--- config.mk ---
export PLATFORM = sky130hd
export DESIGN_NAME = positional_ordered_list_core
export DESIGN_NICKNAME = d
export VERILOG_FILES = /design/src/rtl/pol_pkg.sv /design/src/rtl/pol_ctrl.sv /design/src/rtl/pol_dp.sv /design/src/rtl/positional_ordered_list.sv
export SDC_FILE = /design/constraint.sdc
export NUM_CORES = 2
export LEC_CHECK = 0
export BUFFER_PORTS_ARGS = -buffer_cell sky130_fd_sc_hd__buf_2
export CORE_MARGIN = 3
export CORE_UTILIZATION = 45
export CTS_CLUSTER_DIAMETER = 30
export CTS_CLUSTER_SIZE = 40
export DETAILED_ROUTE_END_ITERATION = 6
export HOLD_SLACK_MARGIN = 0.12
export SLEW_MARGIN = 0
export SYNTH_ARGS = -nofsm -noshare
export SYNTH_HDL_FRONTEND = slang
export SYNTH_HIERARCHICAL = 1
export SYNTH_SLANG_ARGS = --single-unit
--- constraint.sdc ---
create_clock -name clk -period 8.3 [get_ports clk]
set_clock_uncertainty 0.05 [all_clocks]
set_input_delay 2.075 -clock clk [delete_from_list [all_inputs] [get_ports clk]]
set_output_delay 2.075 -clock clk [all_outputs]
set_load 0.01 [all_outputs]
--- src/rtl/pol_pkg.sv ---
// Package of request codes, status codes and controller/datapath types for the ordered list.
package pol_pkg;

  localparam int ReqW = 3;
  localparam int PosW = 6;
  localparam int ValW = 32;
  localparam int StW  = 2;

  localparam logic [ReqW-1:0] REQ_ADD_FRONT = 3'd0;
  localparam logic [ReqW-1:0] REQ_ADD_END   = 3'd1;
  localparam logic [ReqW-1:0] REQ_DEL_FRONT = 3'd2;
  localparam logic [ReqW-1:0] REQ_DEL_END   = 3'd3;
  localparam logic [ReqW-1:0] REQ_INS_AT    = 3'd4;
  localparam logic [ReqW-1:0] REQ_DEL_AT    = 3'd5;
  localparam logic [ReqW-1:0] REQ_TRAVERSE  = 3'd6;

  localparam logic [StW-1:0] ST_OK     = 2'd0;
  localparam logic [StW-1:0] ST_EMPTY  = 2'd1;
  localparam logic [StW-1:0] ST_BADPOS = 2'd2;
  localparam logic [StW-1:0] ST_FULL   = 2'd3;

  typedef struct packed {
    logic exec;
    logic trav_step;
  } pol_cmd_t;

  typedef struct packed {
    logic trav_go;
    logic trav_last;
  } pol_stat_t;

  typedef enum logic [1:0] {
    S_IDLE = 2'b01,
    S_TRAV = 2'b10
  } pol_state_t;

endpackage

--- src/rtl/pol_ctrl.sv ---
// Controller state machine that accepts requests and paces traversal.
module pol_ctrl (
  input  logic              clk,
  input  logic              rst,
  input  logic              start,
  input  pol_pkg::pol_stat_t stat,
  output pol_pkg::pol_cmd_t  cmd,
  output logic              busy
);
  import pol_pkg::*;

  pol_state_t state, state_next;

  always_comb begin
    state_next    = state;
    cmd.exec      = 1'b0;
    cmd.trav_step = 1'b0;
    case (state)
      S_IDLE: begin
        cmd.exec = start;
        if (start && stat.trav_go) state_next = S_TRAV;
      end
      S_TRAV: begin
        cmd.trav_step = 1'b1;
        if (stat.trav_last) state_next = S_IDLE;
      end
      default: state_next = S_IDLE;
    endcase
  end

  always_ff @(posedge clk) begin
    if (rst) state <= S_IDLE;
    else state <= state_next;
  end

  assign busy = (state == S_TRAV);

  a_busy_no_exec: assert property (@(posedge clk) disable iff (rst)
    busy |-> !cmd.exec) else $error("request taken while traversing");
  a_trav_ends: assert property (@(posedge clk) disable iff (rst)
    (cmd.trav_step && stat.trav_last) |=> !busy) else $error("traversal did not end");
  a_trav_starts: assert property (@(posedge clk) disable iff (rst)
    (cmd.exec && stat.trav_go) |=> busy) else $error("traversal did not start");

endmodule

--- src/rtl/pol_dp.sv ---
// Datapath: shifting cell array, entry count, traversal index and result registers.
module pol_dp #(
  parameter int CAPACITY = 32
) (
  input  logic                        clk,
  input  logic                        rst,
  input  pol_pkg::pol_cmd_t           cmd,
  output pol_pkg::pol_stat_t          stat,
  input  logic [pol_pkg::ReqW-1:0]    req_type,
  input  logic [pol_pkg::PosW-1:0]    position,
  input  logic signed [pol_pkg::ValW-1:0] value_in,
  output logic [pol_pkg::StW-1:0]     status,
  output logic signed [pol_pkg::ValW-1:0] value_out,
  output logic                        last_result,
  output logic                        strobe
);
  import pol_pkg::*;

  localparam int CW = $clog2(CAPACITY + 1);
  localparam int IW = $clog2(CAPACITY);
  localparam int PW = ((CW > PosW) ? CW : PosW) + 1;

  logic signed [ValW-1:0] cells [CAPACITY];
  logic [CW-1:0] count, count_next;
  logic [IW-1:0] tidx;

  logic [PW-1:0] pos_x, cnt_x, idx;
  logic          full, empty, do_ins, do_del;
  logic          trav_go, trav_last;
  logic [StW-1:0] dec_status;

  assign pos_x = PW'(position);
  assign cnt_x = PW'(count);
  assign full  = (count == CW'(CAPACITY));
  assign empty = (count == '0);

  always_comb begin
    do_ins     = 1'b0;
    do_del     = 1'b0;
    idx        = '0;
    dec_status = ST_OK;
    trav_go    = 1'b0;
    case (req_type)
      REQ_ADD_FRONT, REQ_ADD_END: begin
        if (full) dec_status = ST_FULL;
        else begin
          do_ins = 1'b1;
          idx    = (req_type == REQ_ADD_FRONT) ? '0 : cnt_x;
        end
      end
      REQ_DEL_FRONT, REQ_DEL_END: begin
        if (empty) dec_status = ST_EMPTY;
        else begin
          do_del = 1'b1;
          idx    = (req_type == REQ_DEL_FRONT) ? '0 : cnt_x - PW'(1);
        end
      end
      REQ_INS_AT: begin
        if (pos_x == '0 || pos_x > cnt_x + PW'(1)) dec_status = ST_BADPOS;
        else if (full) dec_status = ST_FULL;
        else begin
          do_ins = 1'b1;
          idx    = pos_x - PW'(1);
        end
      end
      REQ_DEL_AT: begin
        if (empty) dec_status = ST_EMPTY;
        else if (pos_x == '0 || pos_x > cnt_x) dec_status = ST_BADPOS;
        else begin
          do_del = 1'b1;
          idx    = pos_x - PW'(1);
        end
      end
      REQ_TRAVERSE: begin
        if (empty) dec_status = ST_EMPTY;
        else trav_go = 1'b1;
      end
      default: dec_status = ST_OK;
    endcase
  end

  assign trav_last = (CW'(tidx) == count - CW'(1));
  assign stat = '{trav_go: trav_go, trav_last: trav_last};

  for (genvar i = 0; i < CAPACITY; i++) begin : g_cell
    always_ff @(posedge clk) begin
      if (cmd.exec && do_ins) begin
        if (PW'(i) == idx) cells[i] <= value_in;
        else if (PW'(i) > idx) begin
          if (i > 0) cells[i] <= cells[(i > 0) ? i - 1 : 0];
        end
      end else if (cmd.exec && do_del) begin
        if (PW'(i) >= idx && i < CAPACITY - 1) begin
          cells[i] <= cells[(i < CAPACITY - 1) ? i + 1 : i];
        end
      end
    end
  end

  always_comb begin
    count_next = count;
    if (cmd.exec && do_ins) count_next = count + CW'(1);
    else if (cmd.exec && do_del) count_next = count - CW'(1);
  end

  always_ff @(posedge clk) begin
    if (rst) begin
      count  <= '0;
      tidx   <= '0;
      strobe <= 1'b0;
    end else begin
      count  <= count_next;
      strobe <= (cmd.exec && !trav_go) || cmd.trav_step;
      if (cmd.exec) tidx <= '0;
      else if (cmd.trav_step) tidx <= tidx + IW'(1);
    end
  end

  always_ff @(posedge clk) begin
    if (cmd.trav_step) begin
      status      <= ST_OK;
      value_out   <= cells[tidx];
      last_result <= trav_last;
    end else if (cmd.exec) begin
      status      <= dec_status;
      value_out   <= '0;
      last_result <= 1'b1;
    end
  end

  a_count_range: assert property (@(posedge clk) disable iff (rst)
    count <= CW'(CAPACITY)) else $error("entry count beyond capacity");
  a_count_hold: assert property (@(posedge clk) disable iff (rst)
    !cmd.exec |=> $stable(count)) else $error("entry count changed without a request");
  a_trav_word: assert property (@(posedge clk) disable iff (rst)
    cmd.trav_step |=> (strobe && status == ST_OK)) else $error("traversal word missing");

endmodule

--- src/rtl/positional_ordered_list.sv ---
// Top level of the ordered list: joins the controller and the datapath.
//
// Channel   Direction  Handshake               Word
// request   in         start high, busy low    req_type, position, value_in
// result    out        strobe, one cycle       status, value_out, last_result
//
// A request that is not a traversal is taken when start is high and busy low; its single result
// word appears on the cycle after; the next request may be taken at once.
// A traversal of N entries holds busy until its last entry is read, one word per cycle read
// from the cell array by the traversal index.
// Reset empties the list; stored values are not cleared.
// The receiver cannot stall: every strobed word is taken in its cycle.
module positional_ordered_list_core #(
  parameter int CAPACITY = 32
) (
  input  logic                            clk,
  input  logic                            rst,
  input  logic                            start,
  output logic                            busy,
  input  logic [pol_pkg::ReqW-1:0]        req_type,
  input  logic [pol_pkg::PosW-1:0]        position,
  input  logic signed [pol_pkg::ValW-1:0] value_in,
  output logic                            strobe,
  output logic [pol_pkg::StW-1:0]         status,
  output logic signed [pol_pkg::ValW-1:0] value_out,
  output logic                            last_result
);
  import pol_pkg::*;

  pol_cmd_t  cmd;
  pol_stat_t stat;

  pol_ctrl u_ctrl (
    .clk   (clk),
    .rst   (rst),
    .start (start),
    .stat  (stat),
    .cmd   (cmd),
    .busy  (busy)
  );

  pol_dp #(
    .CAPACITY (CAPACITY)
  ) u_dp (
    .clk         (clk),
    .rst         (rst),
    .cmd         (cmd),
    .stat        (stat),
    .req_type    (req_type),
    .position    (position),
    .value_in    (value_in),
    .status      (status),
    .value_out   (value_out),
    .last_result (last_result),
    .strobe      (strobe)
  );

endmodule

==> run summary <==
drt pass-1 iters: 6
overflow left after global routing: 0
final core utilization: 0.537
largest net degree at the start of global routing: 90
maximum root-to-sink buffer count: 4
setup_tns: 0 ns
die area: 145,000 um^2
CP most frequent cell: buf_4
Root Driver: clkbuf_16
nets@finish: 5,837
Fmax achieved: 160 MHz
gr usage total: 0.318
H-tree depth: 5
routed via count: 51,039
Worst setup EP type: register
Slew Viols, Final: 0
Hold-fix buffers, CTS: 0
vias in the first global route: 48,964
Unique masters post-synth: 88
syn_nets: 5,860
syn_area_per_cell: 10.9 um^2
Residual DRC: 0
core area: 138,000 um^2
P&R area growth vs syn: 17.8%
Worst Path Buf+Inv: 6
global-route wire length before repair: 340 mm
Worst Path Class, Setup: in2reg
post-CTS sizing: 0
Top Family by Delay on Critical Path: simple AND/OR/NAND/NOR gates
ys async rst share: 0
Final Critical Period: 6.24 ns
crit share post-route: 0.752
multi-input combinational cell area: 28,900 um^2
cell with the largest stage delay on the worst path: nor2_1
Chip Height: 380 um
status: completed
Top FF cell, synth: edfxtp_1
Fill cells: 11,765
min-delay worst type: reg2reg
register area share after synthesis: 0.510
die width: 380 um
CTS Sinks: 1,078
CTS tree: built
Clk Latency, worst-skew pair: 0.88 ns
DP HPWL: 148 mm
row count: 136
drt via density: 6.52
number of flops mapped to enable cells by yosys: 1,057
initial drt markers: 7,076
layout cells sized above 1: 0.204
Syn Std Cell Area: 63,000 um^2
postcts setup bufs: 0
crit-path max FO: 33
Post-Route WL: 235 mm
Yosys warning total: 6
Num CTS Buffers: 293
CP max stage delay: 0.78 ns
endpoints failing hold: 0
CP Cell Sequence: buf_2 -> inv_1 -> ha_1 -> nor3b_2 -> nor2_1 -> nand2_1 -> a21boi_0 -> nor2_1 -> nand2_1 -> buf_4 -> inv_2 -> buf_4 -> and3_2 -> buf_4
Rel. slew slack: 0.0908
Cells after Synth: 5,798
WP data required: 8.76 ns
initial antenna violation count: 6
top-area cell type share of the netlist area: 0.504
VDD IR-drop max: 0.213 mV
leak pwr: 26.2 nW
Detail Route Antenna Nets: 0
synth top area cells: edfxtp_1 (50%), mux4_2 (11%), nand2_1 (7.1%)
Cell Pwr Density: 289 nW/um^2
Worst-path clk slew: 0.04 ns
Final GP Congestion: 0.903
Sequential cell area: 32,200 um^2
I/O Pins: 81
IO buf count: 80
max cap viols: 0
RSZ-0062 raised after global routing: no
setup violators final: 0
startpoint type of the worst setup path: input pin
Arr. time, crit path: 6.70 ns
routed wire length per instance: 30.1 um
FF+latch count, synth: 1,078
Yosys top cell by area: edfxtp_1
transition time at the pin with the least slew margin: 1.35 ns
Initial Util: 0.456
-- final cells by class --
type                       count  share of cell area
antenna                        1           0.0000337
clock buffer                 351               0.104
clock inverter               135              0.0184
inverter                      51             0.00258
multi-input combinational   4125               0.389
sequential                  1078               0.433
tap                         1863              0.0314
timing repair buffer         226              0.0212
-- synthesized netlist by cell type (47+ instances only) --
library cell	number
nand2_1	1191
edfxtp_1	1057
nor2_1	693
a31oi_1	386
mux2i_1	373
mux4_2	320
clkbuf_1	315
a21oi_1	292
o21ai_0	254
mux2_2	152
o21ai_1	145
buf_2	143
buf_1	55
o22ai_1	48
inv_1	47
-- cells in the final DEF, fill, tap and decap left out, types with 7 or more instances in the layout --
cell and n:
bufinv_16 27, mux2_2 152, clkinv_2 41, mux2_1 40, clkinvlp_4 12, nand2_1 1180, clkbuf_1 51, o22ai_1 48
nor2_1 673, clkbuf_16 299, o21ai_0 252, mux2i_1 373, nand2_2 15, dfxtp_1 16, nor3_1 19, a21oi_4 15
xnor2_1 16, o211ai_1 8, buf_4 140, o21a_1 7, nor2_4 25, ha_1 18, a21oi_1 280, edfxtp_1 1057
clkinv_1 48, mux4_2 320, inv_1 45, o21ai_1 140, nand3_1 9, buf_2 80, a31oi_1 386, o21ai_4 17
-- through the flow --
step / worst slack [ns] / power, W / cell area (um^2) / cells / hold slack (ns)
after CTS: 2.20 / 0.0215 / 74200 / 7829 / 0.443
after global placement: 1.38 / 0.0108 / 65200 / 7343 / 0.428
after floorplan: 1.35 / 0.00955 / 63000 / 5798 / 0.455
final: 2.06 / 0.0215 / 74200 / 7830 / 0.443
after detailed placement: 1.31 / 0.0109 / 65200 / 7343 / 0.429
after global routing: 1.89 / 0.0221 / 74200 / 7829 / 0.490
-- worst paths after layout --
path                                startpoint                end  slack [ns]  depth (start not counted)
worst max-delay path               position[0]  u_dp/cells[4][17]        2.06                         14
worst min register to register  u_dp/status[1]     u_dp/status[1]        0.44                          2
worst max register to register   u_dp/count[0]  u_dp/cells[4][17]        2.34                         16
worst min-delay path            u_dp/status[1]     u_dp/status[1]        0.44                          2
-- per-layer routing --
layer  share of wire  vias up  GRT usage
li1                -    21474          -
met1            0.38    25041      0.432
met2            0.43     3785      0.461
met3            0.13      731     0.0833
met4           0.065        8      0.187
met5         0.00024        -          0
-- worst reg2reg max path: cells and delay by family, from the launching register on --
family	cells	cell delay [ns]
xor+xnor	1	0.23
buf+inv	4	1.28
simple gates	6	2.21
fa+ha+maj	2	0.60
flops	1	0.57
compound gates	3	0.62
-- registers in the layout, indices dropped and copies added (netlist names), named ones only --
register,count
u_dp/cells,1024
u_dp/value_out,32
u_dp/count,6
u_dp/tidx,5
u_ctrl/state,2
u_dp/status,2
u_dp/last_result,1
u_dp/strobe,1
-- where the power goes --
part           switching [W]  internal [W]  leakage (nW)
registers           0.000545       0.00705          9.98
logic                0.00230       0.00109          11.8
clock network        0.00323       0.00729          4.41
total                0.00607        0.0154          26.2
-- cell families (layout without fill, tap and decap cells) --
family                   count (synthesis)  in the layout  share of synthesized area
AO/OA/AOI/OAI                         1206           1206                      0.110
other                                    0              1                          0
adder cells (fa/ha/maj)                 18             18                    0.00357
AND/OR/NAND/NOR                       1994           1994                      0.125
buffers and inverters                  595            763                     0.0407
flip-flops                            1078           1078                      0.510
multiplexers                           885            885                      0.208
XOR/XNOR                                22             22                    0.00306
No activity file was read; power rests on OpenSTA's default activity.
